### config.mk
export PLATFORM = sky130hd
export DESIGN_NAME = typed_frame_deframer_sum8_unit
export DESIGN_NICKNAME = d
export VERILOG_FILES = /design/src/rtl/core/tdfs_pkg.sv /design/src/rtl/core/tdfs_buffer_ram.sv /design/src/rtl/core/tdfs_parser.sv /design/src/rtl/core/typed_frame_deframer_sum8_unit.sv
export VERILOG_INCLUDE_DIRS = /design/src /design/src/rtl/core
export SDC_FILE = /design/constraint.sdc
export NUM_CORES = 1
export LEC_CHECK = 0
export ABC_AREA = 0
export BUFFER_PORTS_ARGS = -buffer_cell sky130_fd_sc_hd__buf_2
export CORE_UTILIZATION = 55
export CTS_CLUSTER_SIZE = 14
export DETAILED_ROUTE_END_ITERATION = 10
export GPL_TIMING_DRIVEN = 0
export PLACE_DENSITY = 0.71
export SYNTH_ARGS = -nofsm -noshare
export SYNTH_HDL_FRONTEND = slang
export SYNTH_HIERARCHICAL = 1
export SYNTH_SLANG_ARGS = --single-unit
### constraint.sdc
create_clock -name clk -period 4.4 [get_ports clk]
set_input_delay 0.22 -clock clk [delete_from_list [all_inputs] [get_ports clk]]
set_output_delay 0.22 -clock clk [all_outputs]
set_load 0.01 [all_outputs]
### src/rtl/core/assert_macros.svh
// assertion macros shared by the deframer rtl
// no dependencies; simulation keeps the checks, synthesis sees empty bodies
`ifndef ASSERT_MACROS_SVH
`define ASSERT_MACROS_SVH

`ifndef SYNTHESIS

// expression holds at every clock edge out of reset
`define TDFS_ASSERT_ALWAYS(label, clk, rst_n, expr) \
    label: assert property (@(posedge clk) disable iff (!rst_n) (expr)) \
        else $error("%m: check failed");

// consequent holds in the same cycle as the antecedent
`define TDFS_ASSERT_IMPLY(label, clk, rst_n, ante, cons) \
    label: assert property (@(posedge clk) disable iff (!rst_n) (ante) |-> (cons)) \
        else $error("%m: check failed");

// consequent holds in the cycle after the antecedent
`define TDFS_ASSERT_NEXT(label, clk, rst_n, ante, cons) \
    label: assert property (@(posedge clk) disable iff (!rst_n) (ante) |=> (cons)) \
        else $error("%m: check failed");

`else

`define TDFS_ASSERT_ALWAYS(label, clk, rst_n, expr)
`define TDFS_ASSERT_IMPLY(label, clk, rst_n, ante, cons)
`define TDFS_ASSERT_NEXT(label, clk, rst_n, ante, cons)

`endif

`endif

### src/rtl/core/tdfs_pkg.sv
// shared types and constants of the typed frame deframer
// no dependencies
package tdfs_pkg;

    localparam int HEADER_W       = 16;
    localparam int TABLE_W        = 48;
    localparam int CFG_DATA_W     = 48;
    localparam int CFG_INDEX_W    = 2;
    localparam int NUM_TYPES      = 6;
    localparam int MIN_FRAME_HELD = 5;
    localparam int MAX_RESULTS    = 32;
    localparam int RESULT_CNT_W   = 6;

    // configuration register indexes
    localparam logic [CFG_INDEX_W-1:0] REG_HEADER   = 2'd0;
    localparam logic [CFG_INDEX_W-1:0] REG_TYPE_ID  = 2'd1;
    localparam logic [CFG_INDEX_W-1:0] REG_TYPE_LEN = 2'd2;

    localparam logic [HEADER_W-1:0] HEADER_RESET   = 16'd0;
    localparam logic [TABLE_W-1:0]  TYPE_ID_RESET  = 48'd19860213989376;
    localparam logic [TABLE_W-1:0]  TYPE_LEN_RESET = 48'd5566362029594;

    typedef struct packed {
        logic [HEADER_W-1:0] header_value;
        logic [TABLE_W-1:0]  type_id_table;
        logic [TABLE_W-1:0]  type_length_table;
    } cfg_t;

endpackage

### src/rtl/core/tdfs_buffer_ram.sv
// frame buffer storage: one write port, one read port with registered data
// no dependencies
module tdfs_buffer_ram #(
    parameter int DEPTH = 32,
    localparam int ADDR_W = $clog2(DEPTH)
) (
    input  logic              clk,
    input  logic              wr_en,
    input  logic [ADDR_W-1:0] wr_addr,
    input  logic [7:0]        wr_data,
    input  logic              rd_en,
    input  logic [ADDR_W-1:0] rd_addr,
    output logic [7:0]        rd_data
);

    logic [7:0] mem [DEPTH];

    always_ff @(posedge clk)
    begin
        if (wr_en)
        begin
            mem[wr_addr] <= wr_data;
        end
    end

    // read data holds until the next read
    always_ff @(posedge clk)
    begin
        if (rd_en)
        begin
            rd_data <= mem[rd_addr];
        end
    end

endmodule

### src/rtl/core/tdfs_parser.sv
// buffer sequencer: append, header scan, type lookup, checksum and payload play-out
// depends on tdfs_pkg and assert_macros.svh; drives the ports of tdfs_buffer_ram
`include "assert_macros.svh"

module tdfs_parser
    import tdfs_pkg::*;
#(
    parameter int DEPTH = 32,
    localparam int ADDR_W = $clog2(DEPTH),
    localparam int CNT_W = ADDR_W + 1
) (
    input  logic              clk,
    input  logic              rst_n,
    input  cfg_t              cfg,
    input  logic              in_valid,
    output logic              in_stall,
    input  logic [7:0]        rx_byte,
    output logic              out_valid,
    input  logic              out_stall,
    output logic [2:0]        frame_type,
    output logic [7:0]        payload_byte,
    output logic [4:0]        byte_index,
    output logic              is_last,
    output logic              ram_wr_en,
    output logic [ADDR_W-1:0] ram_wr_addr,
    output logic [7:0]        ram_wr_data,
    output logic              ram_rd_en,
    output logic [ADDR_W-1:0] ram_rd_addr,
    input  logic [7:0]        ram_rd_data
);

    localparam logic [CNT_W-1:0] DEPTH_C    = CNT_W'(DEPTH);
    localparam logic [CNT_W-1:0] MIN_HELD_C = CNT_W'(MIN_FRAME_HELD);

    typedef enum logic [3:0] {
        ST_IDLE,
        ST_CHECK,
        ST_SCAN,
        ST_TYPE_RD,
        ST_TYPE_CHK,
        ST_LEN_CHK,
        ST_SUM,
        ST_FINISH,
        ST_EMIT_RD,
        ST_EMIT_LD
    } state_t;

    typedef struct packed {
        logic       hit;
        logic [2:0] idx;
        logic [7:0] len;
    } type_hit_t;

    // circular offset from the buffer head
    function automatic logic [ADDR_W-1:0] wrap_add(input logic [ADDR_W-1:0] base,
                                                   input logic [CNT_W-1:0] off);
        logic [CNT_W-1:0] s;
        s = CNT_W'(base) + off;
        if (s >= DEPTH_C)
        begin
            s = s - DEPTH_C;
        end
        return s[ADDR_W-1:0];
    endfunction

    // lowest matching entry wins
    function automatic type_hit_t lookup_type(input logic [7:0] id,
                                              input logic [TABLE_W-1:0] ids,
                                              input logic [TABLE_W-1:0] lens);
        type_hit_t r;
        r = '0;
        for (int t = NUM_TYPES - 1; t >= 0; t--)
        begin
            if (ids[8*t +: 8] == id)
            begin
                r.hit = 1'b1;
                r.idx = 3'(t);
                r.len = lens[8*t +: 8];
            end
        end
        return r;
    endfunction

    state_t                  state_reg, state_next;
    logic [ADDR_W-1:0]       head_reg, head_next;
    logic [CNT_W-1:0]        fill_reg, fill_next;
    logic [CNT_W-1:0]        off_reg, off_next;
    logic [7:0]              prev_reg, prev_next;
    logic [7:0]              sum_reg, sum_next;
    logic                    hit_reg, hit_next;
    logic [2:0]              type_reg, type_next;
    logic [CNT_W-1:0]        len_reg, len_next;
    logic                    good_reg, good_next;
    logic [ADDR_W-1:0]       good_start_reg, good_start_next;
    logic [2:0]              good_type_reg, good_type_next;
    logic [RESULT_CNT_W-1:0] good_n_reg, good_n_next;
    logic [RESULT_CNT_W-1:0] k_reg, k_next;
    logic [ADDR_W-1:0]       emit_ptr_reg, emit_ptr_next;
    logic                    out_valid_reg, out_valid_next;
    logic [2:0]              frame_type_reg, frame_type_next;
    logic [7:0]              payload_byte_reg, payload_byte_next;
    logic [4:0]              byte_index_reg, byte_index_next;
    logic                    is_last_reg, is_last_next;

    type_hit_t               lk;
    logic [CNT_W-1:0]        len_eff;
    logic [7:0]              n_full;
    logic [RESULT_CNT_W-1:0] n_clip;
    logic                    pair_hit;
    logic                    emit_last;
    logic                    drop_all;
    logic [ADDR_W-1:0]       drop_head;
    logic [CNT_W-1:0]        drop_fill;

    always_comb
    begin
        lk = lookup_type(ram_rd_data, cfg.type_id_table, cfg.type_length_table);
        // long lengths saturate to the depth, zero counts as one
        if (lk.len > 8'(DEPTH))
        begin
            len_eff = DEPTH_C;
        end
        else if (lk.len == 8'd0)
        begin
            len_eff = CNT_W'(1);
        end
        else
        begin
            len_eff = CNT_W'(lk.len);
        end
        n_full    = 8'(len_reg) - 8'd4;
        n_clip    = (n_full > 8'(MAX_RESULTS)) ? RESULT_CNT_W'(MAX_RESULTS)
                                               : n_full[RESULT_CNT_W-1:0];
        pair_hit  = (off_reg != CNT_W'(1)) && (prev_reg == cfg.header_value[15:8])
                    && (ram_rd_data == cfg.header_value[7:0]);
        emit_last = (RESULT_CNT_W'(k_reg + 1'b1) == good_n_reg);
        drop_all  = (len_reg >= fill_reg);
        drop_head = wrap_add(head_reg, len_reg);
        drop_fill = fill_reg - len_reg;
    end

    always_comb
    begin
        state_next        = state_reg;
        head_next         = head_reg;
        fill_next         = fill_reg;
        off_next          = off_reg;
        prev_next         = prev_reg;
        sum_next          = sum_reg;
        hit_next          = hit_reg;
        type_next         = type_reg;
        len_next          = len_reg;
        good_next         = good_reg;
        good_start_next   = good_start_reg;
        good_type_next    = good_type_reg;
        good_n_next       = good_n_reg;
        k_next            = k_reg;
        emit_ptr_next     = emit_ptr_reg;
        out_valid_next    = out_valid_reg && out_stall;
        frame_type_next   = frame_type_reg;
        payload_byte_next = payload_byte_reg;
        byte_index_next   = byte_index_reg;
        is_last_next      = is_last_reg;
        ram_wr_en         = 1'b0;
        ram_wr_addr       = wrap_add(head_reg, fill_reg);
        ram_wr_data       = rx_byte;
        ram_rd_en         = 1'b0;
        ram_rd_addr       = head_reg;

        case (state_reg)
            ST_IDLE:
            begin
                if (in_valid)
                begin
                    good_next = 1'b0;
                    if (fill_reg < DEPTH_C)
                    begin
                        ram_wr_en = 1'b1;
                        fill_next = fill_reg + 1'b1;
                    end
                    state_next = ST_CHECK;
                end
            end
            ST_CHECK:
            begin
                if (fill_reg >= MIN_HELD_C)
                begin
                    ram_rd_en   = 1'b1;
                    ram_rd_addr = head_reg;
                    off_next    = CNT_W'(1);
                    state_next  = ST_SCAN;
                end
                else
                begin
                    state_next = ST_FINISH;
                end
            end
            ST_SCAN:
            begin
                if (pair_hit)
                begin
                    head_next  = wrap_add(head_reg, off_reg - CNT_W'(2));
                    fill_next  = fill_reg - (off_reg - CNT_W'(2));
                    state_next = ST_TYPE_RD;
                end
                else if (off_reg == fill_reg)
                begin
                    fill_next  = '0;
                    state_next = ST_FINISH;
                end
                else
                begin
                    ram_rd_en   = 1'b1;
                    ram_rd_addr = wrap_add(head_reg, off_reg);
                    off_next    = off_reg + 1'b1;
                    prev_next   = ram_rd_data;
                end
            end
            ST_TYPE_RD:
            begin
                if (fill_reg < CNT_W'(3))
                begin
                    state_next = ST_FINISH;
                end
                else
                begin
                    ram_rd_en   = 1'b1;
                    ram_rd_addr = wrap_add(head_reg, CNT_W'(2));
                    state_next  = ST_TYPE_CHK;
                end
            end
            ST_TYPE_CHK:
            begin
                hit_next   = lk.hit;
                type_next  = lk.idx;
                len_next   = len_eff;
                state_next = ST_LEN_CHK;
            end
            ST_LEN_CHK:
            begin
                if (!hit_reg)
                begin
                    head_next  = wrap_add(head_reg, CNT_W'(1));
                    fill_next  = fill_reg - 1'b1;
                    state_next = ST_CHECK;
                end
                else if (fill_reg < len_reg)
                begin
                    state_next = ST_FINISH;
                end
                else if (len_reg >= CNT_W'(3))
                begin
                    ram_rd_en   = 1'b1;
                    ram_rd_addr = head_reg;
                    off_next    = CNT_W'(1);
                    sum_next    = '0;
                    state_next  = ST_SUM;
                end
                else
                begin
                    head_next  = drop_all ? head_reg : drop_head;
                    fill_next  = drop_all ? '0 : drop_fill;
                    state_next = ST_CHECK;
                end
            end
            ST_SUM:
            begin
                if (off_reg != len_reg)
                begin
                    sum_next    = sum_reg + ram_rd_data;
                    ram_rd_en   = 1'b1;
                    ram_rd_addr = wrap_add(head_reg, off_reg);
                    off_next    = off_reg + 1'b1;
                end
                else
                begin
                    // a later good frame in the same pass replaces an earlier one
                    if ((sum_reg == ram_rd_data) && (len_reg >= MIN_HELD_C))
                    begin
                        good_next       = 1'b1;
                        good_start_next = head_reg;
                        good_type_next  = type_reg;
                        good_n_next     = n_clip;
                    end
                    head_next  = drop_all ? head_reg : drop_head;
                    fill_next  = drop_all ? '0 : drop_fill;
                    state_next = ST_CHECK;
                end
            end
            ST_FINISH:
            begin
                if (good_reg)
                begin
                    k_next        = '0;
                    emit_ptr_next = wrap_add(good_start_reg, CNT_W'(3));
                    state_next    = ST_EMIT_RD;
                end
                else
                begin
                    state_next = ST_IDLE;
                end
            end
            ST_EMIT_RD:
            begin
                ram_rd_en     = 1'b1;
                ram_rd_addr   = emit_ptr_reg;
                emit_ptr_next = wrap_add(emit_ptr_reg, CNT_W'(1));
                state_next    = ST_EMIT_LD;
            end
            ST_EMIT_LD:
            begin
                if (!out_valid_reg || !out_stall)
                begin
                    out_valid_next    = 1'b1;
                    frame_type_next   = good_type_reg;
                    payload_byte_next = ram_rd_data;
                    byte_index_next   = k_reg[4:0];
                    is_last_next      = emit_last;
                    k_next            = k_reg + 1'b1;
                    if (emit_last)
                    begin
                        good_next  = 1'b0;
                        state_next = ST_IDLE;
                    end
                    else
                    begin
                        state_next = ST_EMIT_RD;
                    end
                end
            end
            default:
            begin
                state_next = ST_IDLE;
            end
        endcase
    end

    always_ff @(posedge clk or negedge rst_n)
    begin
        if (!rst_n)
        begin
            state_reg        <= ST_IDLE;
            head_reg         <= '0;
            fill_reg         <= '0;
            off_reg          <= '0;
            prev_reg         <= '0;
            sum_reg          <= '0;
            hit_reg          <= 1'b0;
            type_reg         <= '0;
            len_reg          <= '0;
            good_reg         <= 1'b0;
            good_start_reg   <= '0;
            good_type_reg    <= '0;
            good_n_reg       <= '0;
            k_reg            <= '0;
            emit_ptr_reg     <= '0;
            out_valid_reg    <= 1'b0;
            frame_type_reg   <= '0;
            payload_byte_reg <= '0;
            byte_index_reg   <= '0;
            is_last_reg      <= 1'b0;
        end
        else
        begin
            state_reg        <= state_next;
            head_reg         <= head_next;
            fill_reg         <= fill_next;
            off_reg          <= off_next;
            prev_reg         <= prev_next;
            sum_reg          <= sum_next;
            hit_reg          <= hit_next;
            type_reg         <= type_next;
            len_reg          <= len_next;
            good_reg         <= good_next;
            good_start_reg   <= good_start_next;
            good_type_reg    <= good_type_next;
            good_n_reg       <= good_n_next;
            k_reg            <= k_next;
            emit_ptr_reg     <= emit_ptr_next;
            out_valid_reg    <= out_valid_next;
            frame_type_reg   <= frame_type_next;
            payload_byte_reg <= payload_byte_next;
            byte_index_reg   <= byte_index_next;
            is_last_reg      <= is_last_next;
        end
    end

    assign in_stall     = (state_reg != ST_IDLE);
    assign out_valid    = out_valid_reg;
    assign frame_type   = frame_type_reg;
    assign payload_byte = payload_byte_reg;
    assign byte_index   = byte_index_reg;
    assign is_last      = is_last_reg;

    `TDFS_ASSERT_ALWAYS(a_fill_bound, clk, rst_n, fill_reg <= DEPTH_C)
    `TDFS_ASSERT_ALWAYS(a_head_bound, clk, rst_n, CNT_W'(head_reg) < DEPTH_C)
    `TDFS_ASSERT_IMPLY(a_pass_end_not_full, clk, rst_n, state_reg == ST_FINISH, fill_reg < DEPTH_C)
    `TDFS_ASSERT_IMPLY(a_emit_count, clk, rst_n, (state_reg == ST_EMIT_RD) || (state_reg == ST_EMIT_LD), (good_n_reg != '0) && (k_reg < good_n_reg))
    `TDFS_ASSERT_NEXT(a_append, clk, rst_n, in_valid && !in_stall, (state_reg == ST_CHECK) && ((fill_reg == $past(fill_reg) + 1'b1) || (fill_reg == DEPTH_C)))

endmodule

### src/rtl/core/typed_frame_deframer_sum8_unit.sv
// top level of the typed frame deframer with 8-bit sum checksum
// depends on tdfs_pkg, tdfs_buffer_ram and tdfs_parser
//
// usage
// - input channel: one received byte per word on rx_byte, in_valid / in_stall
// - output channel: one payload byte per word with frame_type, byte_index and
//   is_last, out_valid / out_stall; is_last marks the final word of a frame
// - configuration: cfg_write with cfg_index and cfg_data, one write per edge,
//   only while the block is idle; unknown indexes are ignored
// - sequence: a new byte is taken only while the block is idle; while fewer
//   than five bytes are held a byte goes from idle to check to finish; beyond
//   that each pass of the parser starts with a check, scans bytes up to and
//   including the header pair, reads the type byte, checks it against the table,
//   checks the length and sums each frame byte, all on the single read port of the buffer ram
// - play-out: after a pass ends with a good frame, each word is read from the
//   buffer ram, then loaded into the output register unless the receiver stalls
// - reset: buffer empty, registers back to their defaults, output idle; the
//   ram contents are not cleared since only held bytes are ever read
// - stall: a stalled word stays in the output register and play-out pauses;
//   after the last word of a frame the block takes bytes again even while
//   that word still waits
module typed_frame_deframer_sum8_unit
    import tdfs_pkg::*;
#(
    parameter int BUFFER_DEPTH = 32
) (
    input  logic                   clk,
    input  logic                   rst_n,
    input  logic                   cfg_write,
    input  logic [CFG_INDEX_W-1:0] cfg_index,
    input  logic [CFG_DATA_W-1:0]  cfg_data,
    input  logic                   in_valid,
    output logic                   in_stall,
    input  logic [7:0]             rx_byte,
    output logic                   out_valid,
    input  logic                   out_stall,
    output logic [2:0]             frame_type,
    output logic [7:0]             payload_byte,
    output logic [4:0]             byte_index,
    output logic                   is_last
);

    localparam int ADDR_W = $clog2(BUFFER_DEPTH);

    // configuration registers
    logic [HEADER_W-1:0] header_reg;
    logic [TABLE_W-1:0]  type_id_reg;
    logic [TABLE_W-1:0]  type_len_reg;
    cfg_t                cfg;

    // buffer ram port
    logic              ram_wr_en;
    logic [ADDR_W-1:0] ram_wr_addr;
    logic [7:0]        ram_wr_data;
    logic              ram_rd_en;
    logic [ADDR_W-1:0] ram_rd_addr;
    logic [7:0]        ram_rd_data;

    always_ff @(posedge clk or negedge rst_n)
    begin
        if (!rst_n)
        begin
            header_reg   <= HEADER_RESET;
            type_id_reg  <= TYPE_ID_RESET;
            type_len_reg <= TYPE_LEN_RESET;
        end
        else if (cfg_write)
        begin
            case (cfg_index)
                REG_HEADER:   header_reg   <= cfg_data[HEADER_W-1:0];
                REG_TYPE_ID:  type_id_reg  <= cfg_data[TABLE_W-1:0];
                REG_TYPE_LEN: type_len_reg <= cfg_data[TABLE_W-1:0];
                default:      ; // unused index, write dropped
            endcase
        end
    end

    // header high byte is the first one on the wire
    assign cfg.header_value      = header_reg;
    assign cfg.type_id_table     = type_id_reg;
    assign cfg.type_length_table = type_len_reg;

    tdfs_buffer_ram #(
        .DEPTH (BUFFER_DEPTH)
    ) u_ram (
        .clk     (clk),
        .wr_en   (ram_wr_en),
        .wr_addr (ram_wr_addr),
        .wr_data (ram_wr_data),
        .rd_en   (ram_rd_en),
        .rd_addr (ram_rd_addr),
        .rd_data (ram_rd_data)
    );

    tdfs_parser #(
        .DEPTH (BUFFER_DEPTH)
    ) u_parser (
        .clk          (clk),
        .rst_n        (rst_n),
        .cfg          (cfg),
        .in_valid     (in_valid),
        .in_stall     (in_stall),
        .rx_byte      (rx_byte),
        .out_valid    (out_valid),
        .out_stall    (out_stall),
        .frame_type   (frame_type),
        .payload_byte (payload_byte),
        .byte_index   (byte_index),
        .is_last      (is_last),
        .ram_wr_en    (ram_wr_en),
        .ram_wr_addr  (ram_wr_addr),
        .ram_wr_data  (ram_wr_data),
        .ram_rd_en    (ram_rd_en),
        .ram_rd_addr  (ram_rd_addr),
        .ram_rd_data  (ram_rd_data)
    );

endmodule
* After elaboration in Yosys (flattened, before gate mapping)
Memory sizes are Yosys's and may differ from the RTL's. A register that Yosys moved wholly into a read port is not among the register bits.
Cells that the tools add are included.
** Cells by class
- Muxes and demuxes :: 92
- Reductions and logical operators :: 32
- Equal/unequal tests :: 42
- Bitwise logic cells :: 3
- Order comparisons :: 17
- Add/sub/neg operators :: 25
** Operators by type and width (number)
- 2-to-1 mux 6 bit :: 21
- 2-to-1 mux 5 bit :: 19
- == test 8 bit :: 9
- 2-to-1 mux 12 bit :: 6
- >= comparator 6 bit, second input constant :: 8
- one-hot mux 6 bit (4 select lines) :: 2
- one-hot mux 4 bit (10 select lines) :: 1
- subtractor 5 x 1 -> 5 bit, second input constant :: 8
- 2-to-1 mux 4 bit :: 9
- 2-to-1 mux 8 bit :: 4
- adder 5 x 6 -> 6 bit :: 4
- 2-to-1 mux 1 bit :: 20
- != test 2 x 1 -> 1 bit, second input constant :: 10
- one-hot mux 5 bit (4 select lines) :: 1
- adder 6 x 1 -> 6 bit, second input constant :: 3
- == test 4 x 3 -> 1 bit, second input constant :: 4
- > comparator 8 x 6 -> 1 bit, second input constant :: 2
- one-hot mux 8 bit (2 select lines) :: 1
- one-hot mux 5 bit (3 select lines) :: 1
- adder 5 x 1 -> 6 bit, second input constant :: 2
- adder 5 x 2 -> 6 bit, second input constant :: 2
- == test 6 bit :: 2
- >= comparator 6 x 3 -> 1 bit, second input constant :: 2
- one-hot mux 6 bit (2 select lines) :: 1
- 42 further kinds :: 69
** Word-level totals
- Memory bits (writable) :: 256
- Memories :: 1
- Register bits after elaboration :: 203
** Memory list
- u_ram.mem :: words 32, width 8, read ports 1, clocked after Yosys merged registers in 1, wr ports 1, RTL line tdfs_buffer_ram.sv:16 : logic [7:0] mem [DEPTH];

* Logic depth before layout (Yosys ltp)
- Word-level depth :: 10
- Depth in mapped cells :: 14
- Depth with buffers taken out :: 12

* Modules after synthesis
The synthesis kept the hierarchy.
** By module, submodules not included
- tdfs_buffer_ram :: cells an instance 417, area each 10133.5 µm², instances 1
- tdfs_parser :: cells an instance 882, area each 7521.0 µm², instances 1
- typed_frame_deframer_sum8_unit :: cells an instance 238, area each 4206.5 µm², instances 1

* Worst setup path before layout
OpenSTA, ideal clock, no wires.
- Path kind :: register to register
- Start :: register u_parser.state_reg[0]
- End :: register u_ram.rd_data[0] (read register of u_ram.mem), data pin
- Setup slack :: 0.602 ns
- Cell stages (with the launch flop) :: 14
- Arrival time :: 3.539 ns
- Cells stage by stage :: dfrtp_1 > clkbuf_1 > inv_1 > nand3_1 > a311o_1 > o21ai_1 > a221o_1 > a21oi_1 > a31oi_1 > clkbuf_1 > clkbuf_1 > mux4_2 > mux4_2 > mux2_2
** Between the ends
- Word-level cells in the longest chain between the ends :: 2
- Elaborated cells between the ends (all ways) :: 8
** RTL lines
- start, declared :: RTL line tdfs_parser.sv:84 : state_t state_reg, state_next;
- start signal, assigned :: RTL line tdfs_parser.sv:365 : state_reg <= state_next;
- == test 4 bit (tied with other cells) :: RTL line tdfs_parser.sv:170 : case (state_reg)
- one-hot mux 5 bit (4 select lines) * :: RTL line tdfs_parser.sv:170
- via ram_rd_addr[2] :: RTL line typed_frame_deframer_sum8_unit.sv:56 : logic [ADDR_W-1:0] ram_rd_addr;
- end, declared :: RTL line tdfs_buffer_ram.sv:13 : output logic [7:0] rd_data
Mark *: on every way through the listed nets, which the timed path passes. The rest lies on a longest branch.
A chain may end at the register's enable or synchronous reset.

* Worst setup path in the final report
- Start :: register u_ram.rd_data[7] (read register of u_ram.mem)
- End :: register u_ram.rd_data[7] (read register of u_ram.mem), data pin
** Between the ends
- Word-level cells in the longest chain between the ends :: 4
- Elaborated cells between the ends (all ways) :: 6
** RTL lines
- == test 8 bit :: RTL line tdfs_parser.sv:135 : && (ram_rd_data == cfg.header_value[7:0]);
- logical AND 1 bit :: RTL line tdfs_parser.sv:135
- 2-to-1 mux 5 bit :: RTL line tdfs_parser.sv:200 : if (pair_hit)
- one-hot mux 5 bit (4 select lines) :: RTL line tdfs_parser.sv:170
- via ram_rd_addr[2] :: RTL line typed_frame_deframer_sum8_unit.sv:56
The timed path passes the listed nets, and every way through them passes these cells.

==> results list <==
* Result of the run: complete, no violations
- Half-perimeter wire length after detailed placement: 34800 um
- After clock tree synthesis, the clock-pin slew on the worst setup and hold paths is roughly 60 ps.
* Area of the die: 0.0405 sq mm
* Fin Clk Skew: around 17 ps
- After the last flow step, the layout net total stands at around 1800.
- Transition time at the pin with the least slew margin: 1230 ps
- Subtracting the final worst setup slack from the clock period gives approximately 4300 ps.
* Effective utilization at floorplan: a little under three fifths
- Avg WL per Cell: between 20 and 25 um
- Initial antenna violation count: 0
- DR vias/cell: approximately 6
- Setup slack on the worst flop-to-flop path: about 98 ps
* DRC: 0
- CP Depth: 14
* Top cell by count, worst path: sky130_fd_sc_hd__mux4_2
- The number of global-route vias before repair was about 14000.
- Clock tree from TritonCTS: done
- Worst IR Drop VDD: approximately 0.45 mV
* FF-to-FF path depth: 14
- Most common cell after layout, fill and taps aside: sky130_fd_sc_hd__edfxtp_1
- The worst setup path is of the register to register kind.
- Clock Root Buffer: sky130_fd_sc_hd__clkbuf_16
- Synthesized Nets: around 1700
- Derived from the worst setup path, the maximum achievable clock frequency is roughly 230 MHz.
* Yosys reg bits: ~470
- Slowest-stage cell, CP: sky130_fd_sc_hd__mux4_2
* Number of placed cells counting well taps: 2129
- Buffer count from post-CTS setup fixing: 0
* Pin count of the biggest net entering global routing: 103
* Number of buffers created by CTS: 48
* Starting DRT DRC Count: around 1100
* Overall routed net length: around 51000 um
- In this run the critical register-to-register path is captured at u_ram/rd_data[7]$_DFFE_PP_.
- # H-tree levels: 2
- Gr busiest metal: met2
* GR Layer Usage met2: between 40% and 50%
- For this run, the leading register cell type out of synthesis is sky130_fd_sc_hd__edfxtp_1.
- Data on the critical path arrives at its endpoint at 4610 ps.
- Source of the critical timing path: u_ram/rd_data[7]$_DFFE_PP_
- Count of max-cap constraint violations: 0
- I/O pins: between 80 and 90
- Floorplan row count: 72
* Count of buffer and inverter cells on the critical path: 3
- STA puts the critical path data required time at approximately 4700 ps.
* Met1 usage in global routing: 35.4%
* Global-route wire length before repair: 80000 um
* Total core area: ~0.04 sq mm
- The clock passes through at most 3 buffers.
* Final count of negative-setup-slack endpoints: 0
- Hold depth: 1
- STA classifies the critical path startpoint as a register.
- Sequential share of the synthesized area: 59.6%
- Capture point of the worst path: u_ram/rd_data[7]$_DFFE_PP_
- The tightest hold path in the finished design has a slack of ~64 ps.
* Mapped cell area: ~0.022 sq mm
- Distinct cells, synth: 73
* Die X: 201 um
- Across every metal layer, demand over resource in global routing totals approximately a quarter.
- Leakage power figure: 9.67 nW
* Via count: roughly 14000
* Detail Route Antenna Nets: 0
* Final cycle utilization of the critical path: 97.8%
- Number of sinks handled by clock tree synthesis: ~470
* Gate family responsible for the most delay along the worst path: multiplexers
- The largest single stage delay on the critical path is between 500 and 600 ps.
- Commonest cells after routing, fill and taps aside: sky130_fd_sc_hd__edfxtp_1 (264), sky130_fd_sc_hd__dfrtp_1 (185), sky130_fd_sc_hd__mux2_2 (132)
- Count of mapped cells out of synthesis: about 1500
* Final TNS setup: 0 ps
- Layout cell share with drive strength beyond 1: between 20% and 30%
- Yosys printed 6 warnings.
* Quantity of I/O buffers inserted on ports: 73
* Post-synth EDFFs: between 200 and 300
- Max Transition Viols Final: 0
- Unrepaired setup endpoints after global routing: no
* Die extent in y: roughly 200 um
- Hold Fails Final Rpt: 0
* Reg-to-reg startpoint: u_ram/rd_data[7]$_DFFE_PP_
- The number of antenna diodes in the final layout is 0.
- Total global routing overflow: 0
- Worst path cell trace: buf_4, xnor2_1, nand4_1, nor3_4, a311o_1, o21ai_2, a221o_1, a21oi_1, a31oi_1, clkbuf_2, clkbuf_4, mux4_2, mux4_2, mux2_2
- Of all nets on the critical path, the largest fanout is 10.
- In this run the biggest area consumer among cell types represents between 30% and 40% of the synthesized area.
- The congestion estimate from routability-driven global placement came to 0.933.
- P per Cell Area: 692 mW/mm^2
- Area Growth Syn to Fin: 15.1%
- Synth area leader: sky130_fd_sc_hd__edfxtp_1
- Non-filler instance count after layout: between 2000 and 2500
- Skew-Pair Late Insertion Delay: around 580 ps
* First-pass iteration count of the detailed router: 5
- The worst hold path belongs to the class primary input to register.
- Avg Synthesized Cell Area: 14.2 sq um
* Worst setup EP type: register
- Global routing used under 10% of the available met3 tracks.
* Async SR Flop Fraction: a little over two fifths
* Headroom to the max-slew limit: between 15 and 20%
- The register with the most flip-flops in the layout has about 260 of them.
* Biggest area contributors in the synthesized netlist: sky130_fd_sc_hd__edfxtp_1 (36%), sky130_fd_sc_hd__dfrtp_1 (21%), sky130_fd_sc_hd__mux4_2 (8.2%)
area by class of cell:
type / instances / area (sq um)
plain buffers: 74 / 517
inverters: 32 / 120
multi-input cells: 960 / 8340
well taps: 518 / 648
clock buffers: 70 / 1370
repair buffers: 124 / 903
fillers: 2809 / 13800
clock inverters: 20 / 235
flip-flops and latches: 467 / 13000
synth_stat cells (5+ instances only):
cell	count
sky130_fd_sc_hd__a211oi_1	5
sky130_fd_sc_hd__a21o_1	20
sky130_fd_sc_hd__a21oi_1	44
sky130_fd_sc_hd__a22o_1	13
sky130_fd_sc_hd__a22oi_1	9
sky130_fd_sc_hd__a31oi_1	9
sky130_fd_sc_hd__and3_1	7
sky130_fd_sc_hd__buf_1	6
sky130_fd_sc_hd__buf_2	10
sky130_fd_sc_hd__buf_4	20
sky130_fd_sc_hd__buf_6	7
sky130_fd_sc_hd__clkbuf_1	35
sky130_fd_sc_hd__dfrtp_1	186
sky130_fd_sc_hd__dfstp_2	17
sky130_fd_sc_hd__edfxtp_1	264
sky130_fd_sc_hd__fa_1	7
sky130_fd_sc_hd__ha_1	48
sky130_fd_sc_hd__inv_1	32
sky130_fd_sc_hd__mux2_1	5
sky130_fd_sc_hd__mux2_2	132
sky130_fd_sc_hd__mux4_2	80
sky130_fd_sc_hd__nand2_1	130
sky130_fd_sc_hd__nand3_1	31
sky130_fd_sc_hd__nand3b_1	7
sky130_fd_sc_hd__nand4_1	17
sky130_fd_sc_hd__nor2_1	86
sky130_fd_sc_hd__nor3_1	19
sky130_fd_sc_hd__nor4_1	10
sky130_fd_sc_hd__o21a_1	5
sky130_fd_sc_hd__o21ai_0	45
sky130_fd_sc_hd__o22ai_1	11
sky130_fd_sc_hd__o31ai_1	10
sky130_fd_sc_hd__or2_2	7
sky130_fd_sc_hd__or3_1	5
sky130_fd_sc_hd__xnor2_1	64
sky130_fd_sc_hd__xor2_1	60
kinds of logic (layout without fill, tap and decap cells):
family,Yosys count,after routing,share of synthesized area (%)
flops,467,467,59.6
simple gates,346,346,7.49
mux,221,221,15.5
compound gates,214,214,6.55
xor+xnor,124,124,4.97
buf+inv,110,320,2.53
fa+ha+maj,55,55,3.39
where the power goes:
group / switching, mW / total (mW) / internal (mW)
Clock: 1.69 / 4.10 / 2.41
Sequential: 0.454 / 5.64 / 5.18
Combinational: 4.18 / 7.67 / 3.49
Total: 6.32 / 17.4 / 11.1
routing by layer:
metal,vias up,wire length [um]
li1,6138,-
met1,6904,21800
met2,492,25000
met3,96,3190
met4,0,1400
met5,-,0
what timing repair did:
action / in CTS / in global routing
endpoints found under the setup margin: 8 / 8
hold buffers: 50 / 0
pin swaps: 0 / 3
resized for setup: 17 / 43
hold endpoints to repair: 210 / 0
worst min-delay path by stage:
stage	startpoint	slack [ps]	end
2_1_floorplan	rst_n	-80	header_reg[0]$_DFFE_PN0P_
3_3_place_gp	u_parser/good_type_reg[0]$_DFFE_PN0P_	450	u_parser/frame_type[0]$_DFFE_PN0P_
3_5_place_dp	rst_n	330	u_parser/k_reg[0]$_DFFE_PN0P_
4_1_cts	rx_byte[6]	50	u_ram/mem[31][6]$_DFFE_PP_
5_1_grt	rx_byte[6]	60	u_ram/mem[28][6]$_DFFE_PP_
6_report	rx_byte[6]	60	u_ram/mem[31][6]$_DFFE_PP_
per-stage QoR:
| step | total power [mW] | cell area (sq um) | utilization, % | setup slack (ps) |
|---|---|---|---|---|
| floorplan | 10.9 | 21900 | - | 602 |
| global placement | 12.9 | 22900 | 58.8 | -650 |
| detailed placement | 13.0 | 22900 | 58.9 | -592 |
| CTS | 17.2 | 25100 | 64.4 | 6.03 |
| global route | 18.2 | 25200 | 64.7 | 1.53 |
| finish | 17.4 | 25200 | 64.7 | 97.6 |
Note: power is estimated with default switching activity, not from simulation.
